## src/hdl/assert_macros.svh

```systemverilog
// Assertion helpers used by the engine file to check the block.
`ifndef ASSERT_MACROS_SVH
`define ASSERT_MACROS_SVH

// Checked only outside reset.
`define ALLE_ASSERT(lbl, prop, msg) \
  lbl: assert property (@(posedge clk) disable iff (!rst_n) prop) else $error(msg);

// Checked at every clock edge, reset included.
`define ALLE_ASSERT_ALWAYS(lbl, prop, msg) \
  lbl: assert property (@(posedge clk) prop) else $error(msg);

`endif

```

## src/hdl/alle_pkg.sv

```systemverilog
package alle_pkg;

  localparam int CAPACITY = 10;
  localparam int KEY_WIDTH = 32;
  localparam int IDX_W = $clog2(CAPACITY + 1);

  typedef enum logic [2:0] {
    KIND_INSERT = 3'd0,
    KIND_REMOVE = 3'd1,
    KIND_FIND   = 3'd2,
    KIND_CLEAR  = 3'd3,
    KIND_DUMP   = 3'd4
  } kind_t;

  typedef enum logic [2:0] {
    ST_OK      = 3'd0,
    ST_FULL    = 3'd1,
    ST_EMPTY   = 3'd2,
    ST_MISSING = 3'd3,
    ST_TAIL    = 3'd4
  } status_t;

  typedef enum logic [1:0] {
    S_IDLE,
    S_SRCH,
    S_APPLY,
    S_OUT
  } state_t;

  typedef enum logic [2:0] {
    CELL_HOLD,
    CELL_LOAD,
    CELL_TAKE_LEFT,
    CELL_TAKE_RIGHT,
    CELL_CLEAR
  } cell_op_t;

  typedef struct packed {
    logic                 valid;
    logic [KEY_WIDTH-1:0] key;
  } cell_state_t;

  typedef struct packed {
    logic [2:0]  kind;
    logic [31:0] key;
    logic [31:0] target_key;
    logic        insert_after;
  } in_t;

  typedef struct packed {
    logic [2:0]  status;
    logic        found;
    logic [31:0] item_key;
    logic [3:0]  item_position;
    logic [3:0]  entry_count;
    logic        is_empty;
    logic        is_full;
    logic        last;
  } out_t;

endpackage

```

## src/hdl/alle_cell.sv

```systemverilog
module alle_cell import alle_pkg::*; (
  input  logic                 clk,
  input  logic                 rst_n,
  input  cell_op_t             op,
  input  logic [KEY_WIDTH-1:0] new_key,
  input  cell_state_t          left,
  input  cell_state_t          right,
  input  logic [KEY_WIDTH-1:0] cmp_key,
  input  logic                 seen_in,
  output cell_state_t          self_q,
  output logic                 seen_out,
  output logic                 first
);

  logic                 valid_r;
  logic [KEY_WIDTH-1:0] key_r;
  logic                 match;

  always_ff @(posedge clk) begin
    if (!rst_n) begin
      valid_r <= 1'b0;
    end else begin
      unique case (op)
        CELL_HOLD:       valid_r <= valid_r;
        CELL_LOAD:       valid_r <= 1'b1;
        CELL_TAKE_LEFT:  valid_r <= left.valid;
        CELL_TAKE_RIGHT: valid_r <= right.valid;
        CELL_CLEAR:      valid_r <= 1'b0;
        default:         valid_r <= valid_r;
      endcase
    end
  end

  always_ff @(posedge clk) begin
    unique case (op)
      CELL_LOAD:       key_r <= new_key;
      CELL_TAKE_LEFT:  key_r <= left.key;
      CELL_TAKE_RIGHT: key_r <= right.key;
      default:         key_r <= key_r;
    endcase
  end

  assign match    = valid_r && (key_r == cmp_key);
  assign first    = match && !seen_in;
  assign seen_out = seen_in || match;
  assign self_q   = '{valid: valid_r, key: key_r};

endmodule

```

## src/hdl/array_linked_list_engine.sv

```systemverilog
// The list is kept in list order in a row of CAPACITY cells; an insert shifts the cells past
// the insertion point one place right and a remove shifts them one place left. Every request
// passes in order through accept (S_IDLE), search (S_SRCH), apply (S_APPLY) and the output
// state S_OUT, where it stays until its last result is taken; a dump returns one result per
// element, one per cycle while the output is taken.
`include "assert_macros.svh"

module array_linked_list_engine import alle_pkg::*; (
  input  logic clk,
  input  logic rst_n,
  input  logic in_valid,
  output logic in_ready,
  input  in_t  in_data,
  output logic out_valid,
  input  logic out_ready,
  output out_t out_data
);

  state_t state_r, state_nxt;
  in_t    req_r;
  logic [IDX_W-1:0] count_r, count_nxt, idx_r, ptr_r, ptr_nxt, ins_pos;
  logic   hit_r;
  out_t   out_r, out_nxt;
  logic   out_valid_r;

  cell_op_t             ops [CAPACITY];
  cell_state_t          cells [CAPACITY];
  logic [CAPACITY:0]    seen;
  logic [CAPACITY-1:0]  first_v;
  logic [CAPACITY-1:0]  valid_v;
  logic [KEY_WIDTH-1:0] cmp_key;
  logic [IDX_W-1:0]     hit_idx;

  assign cmp_key = (req_r.kind == KIND_INSERT) ? req_r.target_key : req_r.key;
  assign seen[0] = 1'b0;

  for (genvar j = 0; j < CAPACITY; j++) begin : g_cell
    cell_state_t lft, rgt;
    if (j == 0) begin : g_l0
      assign lft = '0;
    end else begin : g_l
      assign lft = cells[j-1];
    end
    if (j == CAPACITY - 1) begin : g_rn
      assign rgt = '0;
    end else begin : g_r
      assign rgt = cells[j+1];
    end
    alle_cell u_cell (
      .clk      (clk),
      .rst_n    (rst_n),
      .op       (ops[j]),
      .new_key  (req_r.key),
      .left     (lft),
      .right    (rgt),
      .cmp_key  (cmp_key),
      .seen_in  (seen[j]),
      .self_q   (cells[j]),
      .seen_out (seen[j+1]),
      .first    (first_v[j])
    );
    assign valid_v[j] = cells[j].valid;
  end

  always_comb begin
    hit_idx = '0;
    for (int j = 0; j < CAPACITY; j++) begin
      hit_idx = hit_idx | (first_v[j] ? IDX_W'(j) : '0);
    end
  end

  always_comb begin
    if (count_r == '0) begin
      ins_pos = '0;
    end else if (hit_r) begin
      ins_pos = req_r.insert_after ? idx_r + 1'b1 : idx_r;
    end else begin
      ins_pos = count_r;
    end
  end

  always_comb begin
    state_nxt = state_r;
    unique case (state_r)
      S_IDLE:  if (in_valid) state_nxt = S_SRCH;
      S_SRCH:  state_nxt = S_APPLY;
      S_APPLY: state_nxt = S_OUT;
      S_OUT:   if (out_ready && out_r.last) state_nxt = S_IDLE;
      default: state_nxt = S_IDLE;
    endcase
  end

  always_comb begin
    in_ready  = (state_r == S_IDLE);
    count_nxt = count_r;
    for (int j = 0; j < CAPACITY; j++) ops[j] = CELL_HOLD;
    if (state_r == S_APPLY) begin
      priority if (req_r.kind == KIND_INSERT && count_r < IDX_W'(CAPACITY)) begin
        count_nxt = count_r + 1'b1;
        for (int j = 0; j < CAPACITY; j++) begin
          if (IDX_W'(j) == ins_pos) ops[j] = CELL_LOAD;
          else if (IDX_W'(j) > ins_pos) ops[j] = CELL_TAKE_LEFT;
        end
      end else if (req_r.kind == KIND_REMOVE && count_r != '0 && hit_r) begin
        count_nxt = count_r - 1'b1;
        for (int j = 0; j < CAPACITY; j++) begin
          if (IDX_W'(j) >= idx_r) ops[j] = CELL_TAKE_RIGHT;
        end
      end else if (req_r.kind == KIND_CLEAR) begin
        count_nxt = '0;
        for (int j = 0; j < CAPACITY; j++) ops[j] = CELL_CLEAR;
      end else begin
        count_nxt = count_r;
      end
    end
  end

  always_comb begin
    out_nxt = out_r;
    ptr_nxt = ptr_r;
    if (state_r == S_APPLY) begin
      out_nxt             = '0;
      out_nxt.last        = 1'b1;
      out_nxt.entry_count = 4'(count_nxt);
      out_nxt.is_empty    = (count_nxt == '0);
      out_nxt.is_full     = (count_nxt >= IDX_W'(CAPACITY));
      ptr_nxt             = IDX_W'(1);
      unique case (req_r.kind)
        KIND_INSERT: begin
          if (count_r >= IDX_W'(CAPACITY)) out_nxt.status = ST_FULL;
          else if (count_r == '0 || hit_r) out_nxt.status = ST_OK;
          else out_nxt.status = ST_TAIL;
        end
        KIND_REMOVE, KIND_FIND: begin
          if (count_r == '0) out_nxt.status = ST_EMPTY;
          else if (!hit_r) out_nxt.status = ST_MISSING;
          else begin
            out_nxt.status = ST_OK;
            out_nxt.found  = (req_r.kind == KIND_FIND);
          end
        end
        KIND_DUMP: begin
          if (count_r == '0) out_nxt.status = ST_EMPTY;
          else begin
            out_nxt.status        = ST_OK;
            out_nxt.item_key      = 32'(cells[0].key);
            out_nxt.item_position = 4'd1;
            out_nxt.last          = (count_r == IDX_W'(1));
          end
        end
        default: out_nxt.status = ST_OK;
      endcase
    end else if (state_r == S_OUT && out_ready && !out_r.last) begin
      out_nxt.item_key      = 32'(cells[ptr_r].key);
      out_nxt.item_position = 4'(ptr_r + 1'b1);
      out_nxt.last          = (ptr_r + 1'b1 == count_r);
      ptr_nxt               = ptr_r + 1'b1;
    end
  end

  always_ff @(posedge clk) begin
    if (!rst_n) begin
      state_r     <= S_IDLE;
      count_r     <= '0;
      out_valid_r <= 1'b0;
    end else begin
      state_r <= state_nxt;
      count_r <= count_nxt;
      if (state_r == S_APPLY) out_valid_r <= 1'b1;
      else if (state_r == S_OUT && out_ready && out_r.last) out_valid_r <= 1'b0;
    end
  end

  always_ff @(posedge clk) begin
    if (state_r == S_IDLE && in_valid) req_r <= in_data;
    if (state_r == S_SRCH) begin
      hit_r <= seen[CAPACITY];
      idx_r <= hit_idx;
    end
    out_r <= out_nxt;
    ptr_r <= ptr_nxt;
  end

  assign out_valid = out_valid_r;
  assign out_data  = out_r;

  `ALLE_ASSERT(a_count_range, count_r <= IDX_W'(CAPACITY), "element count beyond capacity")
  `ALLE_ASSERT(a_cells_match_count, $countones(valid_v) == int'(count_r), "cells disagree")
  `ALLE_ASSERT(a_out_in_state, out_valid_r |-> state_r == S_OUT, "result shown outside output state")
  `ALLE_ASSERT(a_accept_search, (in_valid && in_ready) |=> state_r == S_SRCH, "request not searched")

endmodule
```

## config.mk

```make
export PLATFORM = sky130hd
export DESIGN_NAME = array_linked_list_engine
export DESIGN_NICKNAME = d
export VERILOG_FILES = /design/src/hdl/alle_pkg.sv /design/src/hdl/alle_cell.sv /design/src/hdl/array_linked_list_engine.sv
export VERILOG_INCLUDE_DIRS = /design/src /design/src/hdl
export SDC_FILE = /design/constraint.sdc
export NUM_CORES = 1
export LEC_CHECK = 0
export ABC_CLOCK_PERIOD_IN_PS = 5500
export BUFFER_PORTS_ARGS = -buffer_cell sky130_fd_sc_hd__buf_2
export CORE_MARGIN = 2
export CORE_UTILIZATION = 40
export DETAILED_ROUTE_END_ITERATION = 10
export GPL_ROUTABILITY_DRIVEN = 0
export PLACE_DENSITY_LB_ADDON = 0.08
export SLEW_MARGIN = 40
export SYNTH_ARGS = -nofsm -noshare
export SYNTH_HDL_FRONTEND = slang
export SYNTH_HIERARCHICAL = 1
export SYNTH_SLANG_ARGS = --single-unit
```

## constraint.sdc

```tcl
create_clock -name clk -period 5.5 [get_ports clk]
set_input_delay 0.825 -clock clk [delete_from_list [all_inputs] [get_ports clk]]
set_output_delay 0.825 -clock clk [all_outputs]
set_load 0.01 [all_outputs]
```

Word level (Yosys, flattened, before mapping)
Cells that the tools add are included.
W data, S select, Z words.
{"block": "op_classes", "n_reduce_logical": 80, "bitwise": 11, "add_sub_neg": 4, "eq_ne": 70, "muxes": 93, "n_lt_le_gt_ge": 24}
{"cell": "$pmux W32 S3", "count": 10}
{"cell": "$eq A32 B32 Y1", "count": 10}
{"cell": "$mux W36", "count": 4}
{"cell": "$bmux W33 S4", "count": 1}
{"cell": "$mux W30", "count": 4}
{"cell": "$mux W32", "count": 3}
{"cell": "$mux W2", "count": 37}
{"cell": "$eq A3 B2 Y1 const B", "count": 22}
{"cell": "$mux W4", "count": 9}
{"cell": "$reduce_bool A3 Y1", "count": 12}
{"cell": "$reduce_bool A4 Y1", "count": 9}
{"cell": "$eq A3 B1 Y1 const B", "count": 11}
{"cell": "$eq A3 B3 Y1 const B", "count": 11}
{"cell": "$pmux W1 S4", "count": 8}
{"cell": "$logic_and A1 B1 Y1", "count": 27}
{"cell": "$mux W3", "count": 6}
{"cell": "$eq A3 B4 Y1 const A", "count": 4}
{"cell": "$ge A3 B4 Y1 const A", "count": 4}
{"cell": "$gt A3 B4 Y1 const A", "count": 4}
{"cell": "$add A4 B1 Y4 const B", "count": 3}
{"cell": "$logic_not A4 Y1", "count": 3}
{"cell": "$logic_not A1 Y1", "count": 10}
{"cell": "$logic_or A1 B1 Y1", "count": 10}
{"cell": "$or A3 B3 Y3", "count": 3}
{"cell": "other kinds (35)", "count": 57}
{"block": "totals", "input_bits": 72, "reg_bits": 461, "wordCells": 320, "out_inout_bits": 49}

Longest topological paths before layout
Gate-level depths: netlist of the first run.
{"block": "depth", "ltp_word": 16, "mapped_depth": 20, "ltp_nobuf": 18}

Modules after synthesis
The synthesis of the first run kept the hierarchy.
{"module": "alle_cell", "seq_area_each_um2": 980.9, "n_inst": 10, "cells_per_inst": 199, "area_per_inst_um2": 2064.5}
{"module": "array_linked_list_engine", "seq_area_each_um2": 3823.7, "n_inst": 1, "cells_per_inst": 606, "area_per_inst_um2": 8176.6}

Worst setup path before layout of the first run
OpenSTA, ideal clock, no wires.
{"block": "synth_timing", "kind": "input -> register", "start": "in out_ready", "end": "reg out_r, in the netlist out_data[0], enable pin", "n_path_buf": 0, "stages": 2, "path_slack_ps": 1438, "t_required_ps": 5015, "t_arrival_ps": 3577, "setup_time_ps": 485, "path_cell_list": "nand2_1 o21ai_0"}
{"block": "synth_between", "elab_chain_cells": 3}
{"item": "start: declaration", "line_no": "array_linked_list_engine.sv:15", "rtl": "input logic out_ready,"}
{"item": "$logic_and A1 B1 Y1 (2 in a row)", "line_no": "array_linked_list_engine.sv:153", "rtl": "end else if (state_r == S_OUT && out_ready && !out_r.last) begin"}
{"item": "$reduce_bool A2 Y1 (no line)"}
{"item": "end signal: assignment", "line_no": "array_linked_list_engine.sv:180", "rtl": "out_r <= out_nxt;"}
{"item": "end: declaration", "line_no": "array_linked_list_engine.sv:23", "rtl": "out_t out_r, out_nxt;"}
No other way between the ends.
A chain may end at the register's enable or synchronous reset.

Worst setup path in the final report of the first run
{"block": "layout_timing", "start": "reg req_r[67] (netlist name)", "end": "reg idx_r[3] (data pin)"}
{"block": "layout_between", "elab_chain_cells": 16, "word_cells_on_any_way": 38, "cone_classes": "eq/ne (10); mux (3); bitwise (2); reduce/logical (23)"}
{"item": "start: declaration", "line_no": "array_linked_list_engine.sv:20", "rtl": "in_t req_r;"}
{"item": "start signal: assignment", "line_no": "array_linked_list_engine.sv:175", "rtl": "if (state_r == S_IDLE && in_valid) req_r <= in_data;"}
{"item": "$logic_not A3 Y1", "line_no": "array_linked_list_engine.sv:34", "rtl": "assign cmp_key = (req_r.kind == KIND_INSERT) ? req_r.target_key : req_r.key;"}
{"item": "$mux W32", "line_no": "array_linked_list_engine.sv:34"}
{"item": "named net cmp_key[30]", "line_no": "array_linked_list_engine.sv:31", "rtl": "logic [KEY_WIDTH-1:0] cmp_key;"}
{"item": "$eq A32 B32 Y1", "line_no": "alle_cell.sv:43", "rtl": "assign match = valid_r && (key_r == cmp_key);"}
{"item": "$logic_and A1 B1 Y1", "line_no": "alle_cell.sv:43"}
{"item": "named net seen[1]", "line_no": "array_linked_list_engine.sv:28", "rtl": "logic [CAPACITY:0] seen;"}
{"item": "$logic_or A1 B1 Y1", "line_no": "alle_cell.sv:45", "rtl": "assign seen_out = seen_in || match;"}
{"item": "named net seen[2]", "line_no": "array_linked_list_engine.sv:28"}
{"item": "(+1 left out)"}
{"item": "named net seen[3]", "line_no": "array_linked_list_engine.sv:28"}
{"item": "(+1 left out)"}
{"item": "named net seen[4]", "line_no": "array_linked_list_engine.sv:28"}
{"item": "(+1 left out)"}
{"item": "named net seen[5]", "line_no": "array_linked_list_engine.sv:28"}
{"item": "(+1 left out)"}
{"item": "named net seen[6]", "line_no": "array_linked_list_engine.sv:28"}
{"item": "(+1 left out)"}
{"item": "named net seen[7]", "line_no": "array_linked_list_engine.sv:28"}
{"item": "(+1 left out)"}
{"item": "named net seen[8]", "line_no": "array_linked_list_engine.sv:28"}
{"item": "$logic_or A1 B1 Y1", "line_no": "alle_cell.sv:45"}
{"item": "named net seen[9]", "line_no": "array_linked_list_engine.sv:28"}
{"item": "$logic_not A1 Y1", "line_no": "alle_cell.sv:44", "rtl": "assign first = match && !seen_in;"}
{"item": "$logic_and A1 B1 Y1", "line_no": "alle_cell.sv:44"}
{"item": "named net first_v[9]", "line_no": "array_linked_list_engine.sv:29", "rtl": "logic [CAPACITY-1:0] first_v;"}
{"item": "$mux W4", "line_no": "array_linked_list_engine.sv:68", "rtl": "hit_idx = hit_idx | (first_v[j] ? IDX_W'(j) : '0);"}
{"item": "$or A4 B4 Y4", "line_no": "array_linked_list_engine.sv:68"}
{"item": "named net hit_idx[3]", "line_no": "array_linked_list_engine.sv:32", "rtl": "logic [IDX_W-1:0] hit_idx;"}
{"item": "end signal: assignment", "line_no": "array_linked_list_engine.sv:178", "rtl": "idx_r <= hit_idx;"}
{"item": "end: declaration", "line_no": "array_linked_list_engine.sv:21", "rtl": "logic [IDX_W-1:0] count_r, count_nxt, idx_r, ptr_r, ptr_nxt, ins_pos;"}
The timed path passes the listed nets, and every way through them passes these cells.

==> metrics.md, run 1 <==
| Metric | Value |
|---|---|
| Starting Density | 0.404 |
| Slack of the worst reg-to-reg path | 0.72 ns |
| Worst ir drop on vdd | 0.271 mV |
| Power per unit of standard cell area | 419 nW/um^2 |
| Die outline area | 74200 sq um |
| Slowest stage cell on the critical path | sky130_fd_sc_hd__nor4_1 |
| Time the final worst path needs with I/O delays and setup | 4.78 ns |
| Crit path capture type | register |
| Fraction of layout cells with a size suffix above 1 | 0.144 |
| DR vias/cell | 5.96 |
| Leading cell types in the layout, fill and taps excluded | 440 x sky130_fd_sc_hd__edfxtp_1, 387 x sky130_fd_sc_hd__mux2i_1, 367 x sky130_fd_sc_hd__nand2_1, 337 x sky130_fd_sc_hd__o21ai_0, 265 x sky130_fd_sc_hd__xnor2_1 |
| Largest net degree at the start of global routing | 45 |
| Peak clock frequency supported by timing | 0.209 GHz |
| Static Leakage | 11.0 nW |
| Final hold vios | 0 |
| Filler Cell Count | 6616 |
| Setup repair after global routing missed its margin | false |
| Element type at the critical path start | register |
| Final setup slack of the worst path | 0.722 ns |
| Post-synthesis instance area | 28800 sq um |
| Clock net sink count | 461 |
| Worst slack at placement | 0.761 ns |
| Die boundary height | 272 um |
| Cell chain of the critical path | nor3_4, buf_4, mux2_2, xnor2_1, nand4_1, nor4_1, nand4_1, nand2b_1, nand2b_1, nand2b_1, nand2b_1, nand2b_1, nand2b_1, nand2b_1, nand2b_1, nand2b_1, nor2_1, or2_2 |
| Most Frequent Cell on Critical Path | sky130_fd_sc_hd__nand2b_1 |
| Post-DR wirelength/cell | 30.2 um |
| Accumulated negative setup slack | 0 ns |
| Synth Warn # | 6 |
| CTS tree | done |
| Area of the core | 71400 sq um |
| CP required | 5.87 ns |
| Number of placed I/O pins | 121 |
| Cell area after placement | 30900 sq um |
| Max-capacitance violation count | 0 |
| Post-Syn Area per Cell | 11.1 sq um |
| Latest clock arrival within the worst-skew pair | 0.63 ns |
| Initial antenna violation count | 0 |
| DR DRC count | 0 |
| Arrival @ worst endpoint | 5.15 ns |
| Most common cell after layout, fill and taps aside | sky130_fd_sc_hd__edfxtp_1 |
| Peak per-stage delay on the critical path | 0.65 ns |
| Worst Hold Margin | 0.370 ns |
| Count of standard-cell rows | 98 |
| Wire length of the first global-routing pass | 160 mm |
| Global-route congestion overflow total | 0 |
| Part of the cycle the worst path needs | 0.869 |
| Die width | 272 um |
| Post-CTS Repair Setup Buffers | 0 |
| Family with the most delay on the worst path | simple AND/OR/NAND/NOR gates |
| HPWL after detailed placement | 73.5 mm |
| H-tree levels | 2 |
| Root cell of the clock tree | sky130_fd_sc_hd__clkbuf_16 |
| Transition time at the pin with the least slew margin | 0.937 ns |
| Total via count after detailed routing | 22200 |
| Detailed Route Iter0 Violations | 2554 |
| Overall routed net length | 112 mm |
| Buffers and inverters on the worst path | 1 |
| Combined global-route utilization of all metal layers | 0.299 |
| Port Buf Inserts | 120 |
| Design Area, Final | 32700 sq um |
| Hold-fix buffers at CTS | 0 |
| Max-slew headroom | 0.375 |
| Fin nets | 2814 |
| Core occupancy in the finished layout | 0.458 |
| Longest Clk Path Bufs | 3 |
| Syn-to-layout area delta | 13.4% |
| Cell count after synthesis | 2595 |
| Clock slew at reported path FFs | 0.06 ns |
| Antenna violation net count after detailed routing | 0 |
| Max-slew violations | 0 |
| Cts repair resizes | 0 |
| Cts bufs inserted | 55 |
| Result of the run | complete, no violations |
| Worst setup skew after layout | 0.0129 ns |
| First-pass iteration count of the detailed router | 6 |
| Worst hold path type | input pin to register |
| CP Max Fanout | 23 |
| Via count of the first global-routing pass | 21600 |
| Number of failing setup endpoints in the final timing report | 0 |
| Critical path type | register to register |
## worst paths after layout
check                              start                endpoint  cells after the start
setup / recovery     req_r[67]$_DFFE_PP_      idx_r[3]$_DFFE_PN_                     18
hold / removal               in_data[33]     req_r[33]$_DFFE_PP_                      1
setup reg to reg     req_r[67]$_DFFE_PP_      idx_r[3]$_DFFE_PN_                     18
hold reg to reg   out_valid$_SDFFE_PN0P_  out_valid$_SDFFE_PN0P_                      2
## worst reg2reg max path, delay by kind of cell, from the launching register on
kind	cells	cell delay (ns)
xor gates and xnor gates	1	0.24
DFF	1	0.53
muxes	1	0.59
and+or+nand+nor	15	2.69
buffers and inverters	1	0.46
## registers in the layout, indices dropped and copies added (netlist names)
| register | cells |
|---|---|
| req_r | 68 |
| out_valid | 1 |
| g_cell.u_cell/valid_r | 10 |
| ptr_r | 4 |
| hit_r | 1 |
| count_r | 4 |
| idx_r | 4 |
| out_data | 47 |
| state_r | 2 |
| g_cell.u_cell/key_r | 320 |
## report_power, final
group          internal [W]  switching [W]  total (W)
Clock               0.00206        0.00156    0.00362
Sequential          0.00468       0.000783    0.00546
Combinational       0.00189        0.00273    0.00461
## stage by stage
step | total power, W | cells
final | 0.0137 | 3726
after global routing | 0.0142 | 3724
after global placement | 0.00994 | 3617
after floorplan | 0.00833 | 2661
after detailed placement | 0.0101 | 3621
after CTS | 0.0137 | 3722
## final cells by class
class / count / area (sq um) / area share
multi-input cells: 1999 / 14600 / 0.448
flip-flops and latches: 461 / 13600 / 0.418
clock buffers: 67 / 1420 / 0.0435
repair buffers: 183 / 1350 / 0.0414
well taps: 950 / 1190 / 0.0364
clock inverters: 34 / 297 / 0.00908
inverters: 30 / 113 / 0.00345
diodes: 2 / 5.00 / 0.000153
## layer usage
| layer | GRT usage | share of wire |
|---|---|---|
| met4 | 0.126 | 0.047 |
| met5 | 0 | 0 |
| met2 | 0.486 | 0.46 |
| met1 | 0.400 | 0.42 |
| met3 | 0.0423 | 0.072 |
(Power assumes the default switching activity.)
==> run 2: changes to the inputs <==
--- a/config.mk
+++ b/config.mk
@@ -9,10 +9,11 @@
 export ABC_CLOCK_PERIOD_IN_PS = 5500
 export BUFFER_PORTS_ARGS = -buffer_cell sky130_fd_sc_hd__buf_2
 export CORE_MARGIN = 2
-export CORE_UTILIZATION = 40
+export CORE_UTILIZATION = 30
 export DETAILED_ROUTE_END_ITERATION = 10
 export GPL_ROUTABILITY_DRIVEN = 0
 export PLACE_DENSITY_LB_ADDON = 0.08
+export SKIP_LAST_GASP = 1
 export SLEW_MARGIN = 40
 export SYNTH_ARGS = -nofsm -noshare
 export SYNTH_HDL_FRONTEND = slang
==> run 2 against run 1 <==
- sequential power about the same
- non-clock buffer count increased by 4
- die area increased by 33%
- via count decreased by 1.3%
- critical path depth decreased by 2
- wire length increased by 9.6%
- total power increased by 2.5%
- hold slack got worse by 0.028 ns
- critical endpoint unchanged
- clock skew increased by 0.010 ns
- largest power group unchanged
- critical path type unchanged
- combinational power increased by 4%
==> metrics.md, run 2 (synthesized netlist as in run 1, its figures left out) <==
| Metric | Value |
|---|---|
| Element type at the critical path start | register |
| Max-slew headroom | 0.314 (-0.0611) |
| Switch share | 0.376 (+0.00590) |
| Crit path capture type | register |
| Fraction of layout cells with a size suffix above 1 | 0.147 (+0.00313) |
| Worst hold path type | input pin to register |
| Total via count after detailed routing | 21900 (-1.3%) |
| Die outline area | 98600 sq um (+33%) |
| Setup repair after global routing missed its margin | false |
| Arrival @ worst endpoint | 5.27 ns (+0.12 ns) |
| Max-capacitance violation count | 0 (unchanged) |
| Post-CTS Repair Setup Buffers | 0 (unchanged) |
| Worst ir drop on vdd | 0.251 mV (-7.5%) |
| Part of the cycle the worst path needs | 0.885 (+0.0165) |
| Largest net degree at the start of global routing | 67 (+49%) |
| Clock Power Share | 0.270 (+0.006) |
| Slowest stage cell on the critical path | sky130_fd_sc_hd__nor4_1 |
| Result of the run | complete, no violations |
| Count of standard-cell rows | 113 (+15%) |
| Layout Cells excl Fill | 4048 (+8.6%) |
| Total net switching power | 0.00527 W (+4.2%) |
| DR vias/cell | 5.41 (-9.2%) |
| Accumulated negative setup slack | 0 ns (unchanged) |
| First-pass iteration count of the detailed router | 5 (-1) |
| Max reg flops | 320 (unchanged) |
| Static Leakage | 11.0 nW (+0.58%) |
| Number of failing setup endpoints in the final timing report | 0 (unchanged) |
| Cell chain of the critical path | nor3_4, buf_12, mux2_2, xnor2_1, nand4_1, nor4_1, nand4_1, nand2b_1, nand2b_1, nand2b_1, nand2b_1, nand2b_1, nand2b_1, nand2b_1, nor2_1, or2_2 |
| Transition time at the pin with the least slew margin | 1.02 ns (+0.0822 ns) |
| Peak clock frequency supported by timing | 0.205 GHz (-1.9%) |
| Latest clock arrival within the worst-skew pair | 0.66 ns (+0.03 ns) |
| Design Area, Final | 33200 sq um (+1.5%) |
| Clock net sink count | 461 (unchanged) |
| Number of placed I/O pins | 121 (unchanged) |
| Wire length of the first global-routing pass | 172 mm (+7.5%) |
| Max-slew violations | 0 (unchanged) |
| H-tree levels | 2 (unchanged) |
| CP Max Fanout | 35 (+52%) |
| Global-route congestion overflow total | 0 (unchanged) |
| Area of the core | 95200 sq um (+33%) |
| Die width | 314 um (+15%) |
| Most Frequent Cell on Critical Path | sky130_fd_sc_hd__nand2b_1 |
| Die boundary height | 314 um (+15%) |
| Worst Hold Margin | 0.342 ns (-0.0277 ns) |
| Root cell of the clock tree | sky130_fd_sc_hd__clkbuf_16 |
| Critical path type | register to register |
| Final hold vios | 0 (unchanged) |
| Peak per-stage delay on the critical path | 0.93 ns (+0.28 ns) |
| Power per unit of standard cell area | 423 nW/um^2 (+1.0%) |
| Cell Int Power | 0.00876 W (+1.6%) |
| Via count of the first global-routing pass | 21600 (+0.065%) |
| Cts repair resizes | 0 (unchanged) |
| Hold-fix buffers at CTS | 0 (unchanged) |
| CTS tree | done |
| Fraction of power consumed by sequential logic | 0.388 (-0.011) |
| Syn-to-layout area delta | 15.1% |
| Detailed Route Iter0 Violations | 2579 (+0.98%) |
| Cts bufs inserted | 58 (+5.5%) |
| Antenna violation net count after detailed routing | 0 (unchanged) |
| Relative contribution of combinational cells to total power | 0.343 (+0.006) |
| Overall routed net length | 123 mm (+9.6%) |
| DR DRC count | 0 (unchanged) |
| Port Buf Inserts | 120 (unchanged) |
| Fin nets | 2821 (+0.25%) |
| Initial antenna violation count | 8 (+8) |
| Filler Cell Count | 9455 (+43%) |
| Number of placed instances with taps included | 3940 (+8.8%) |
| Cell area after placement | 31300 sq um (+1.3%) |
| Combined global-route utilization of all metal layers | 0.246 (-0.0523) |
| Post-DR wirelength/cell | 30.4 um (+0.87%) |
| Longest Clk Path Bufs | 3 (unchanged) |
| Leading cell types in the layout, fill and taps excluded | 440 x sky130_fd_sc_hd__edfxtp_1, 387 x sky130_fd_sc_hd__mux2i_1, 367 x sky130_fd_sc_hd__nand2_1, 337 x sky130_fd_sc_hd__o21ai_0, 265 x sky130_fd_sc_hd__xnor2_1 |
| HPWL after detailed placement | 78.9 mm (+7.3%) |
| Largest register by flop count | g_cell.u_cell/key_r |
| CP required | 5.90 ns (+0.03 ns) |
| Worst setup skew after layout | 0.0231 ns (+0.0101 ns) |
| Time the final worst path needs with I/O delays and setup | 4.87 ns (+0.0908 ns) |
| Number of inserted diodes | 0 (-2) |
| Most common cell after layout, fill and taps aside | sky130_fd_sc_hd__edfxtp_1 |
| Clock slew at reported path FFs | 0.06 ns (about the same) |
| Starting Density | 0.303 (-0.101) |
-- run 2: final timing paths --
check | startpoint | endpoint | slack [ns] | depth (start not counted)
worst max register to register | req_r[67]$_DFFE_PP_ | idx_r[3]$_DFFE_PN_ | 0.63 | 16
worst min register to register | out_valid$_SDFFE_PN0P_ | out_valid$_SDFFE_PN0P_ | 0.51 | 2
worst max-delay path | req_r[67]$_DFFE_PP_ | idx_r[3]$_DFFE_PN_ | 0.63 | 16
worst min-delay path | in_data[24] | req_r[24]$_DFFE_PP_ | 0.34 | 1
-- run 2: stage by stage --
step | util | total power [W] | setup WS [ns]
2_1_floorplan | - | 0.00833 | 1.44
3_3_place_gp | 0.327 | 0.0102 | 0.802
3_5_place_dp | 0.329 | 0.0103 | 0.811
4_1_cts | 0.348 | 0.0142 | 0.796
5_1_grt | 0.348 | 0.0147 | 0.508
6_report | 0.348 | 0.0140 | 0.631
-- run 2: final cells by class --
| type | count | area [sq um] | area share |
|---|---|---|---|
| repair buffers | 187 | 1360 | 0.0409 |
| flip-flops and latches | 461 | 13600 | 0.411 |
| multi-input cells | 1999 | 14700 | 0.442 |
| clock inverters | 31 | 240 | 0.00724 |
| clock buffers | 75 | 1560 | 0.0469 |
| inverters | 30 | 113 | 0.00340 |
| well taps | 1265 | 1580 | 0.0477 |
-- run 2: power by group through the flow --
| stage | Clock (W) | Combinational [W] | Sequential (W) |
|---|---|---|---|
| 5_1_grt | 0.00402 | 0.00519 | 0.00550 |
| 3_5_place_dp | 0 | 0.00478 | 0.00551 |
| 3_3_place_gp | 0 | 0.00461 | 0.00556 |
| 4_1_cts | 0.00391 | 0.00481 | 0.00544 |
| 6_report | 0.00378 | 0.00481 | 0.00544 |
| 2_1_floorplan | 0 | 0.00320 | 0.00512 |
-- run 2: routing by layer --
metal	global-route usage	routed length (um)	up-vias
met1	0.343	55500	11100
met3	0.0304	6940	195
met2	0.398	56700	854
met4	0.0784	4090	4
met5	0	26	-
li1	-	-	9779
-- run 2: worst max-delay path: cells and delay by family, from the launching register on --
family	cells	cell delay [ns]
XOR/XNOR	1	0.24
buffers and inverters	1	0.31
flip-flops	1	0.53
multiplexers	1	0.51
AND/OR/NAND/NOR	13	2.97
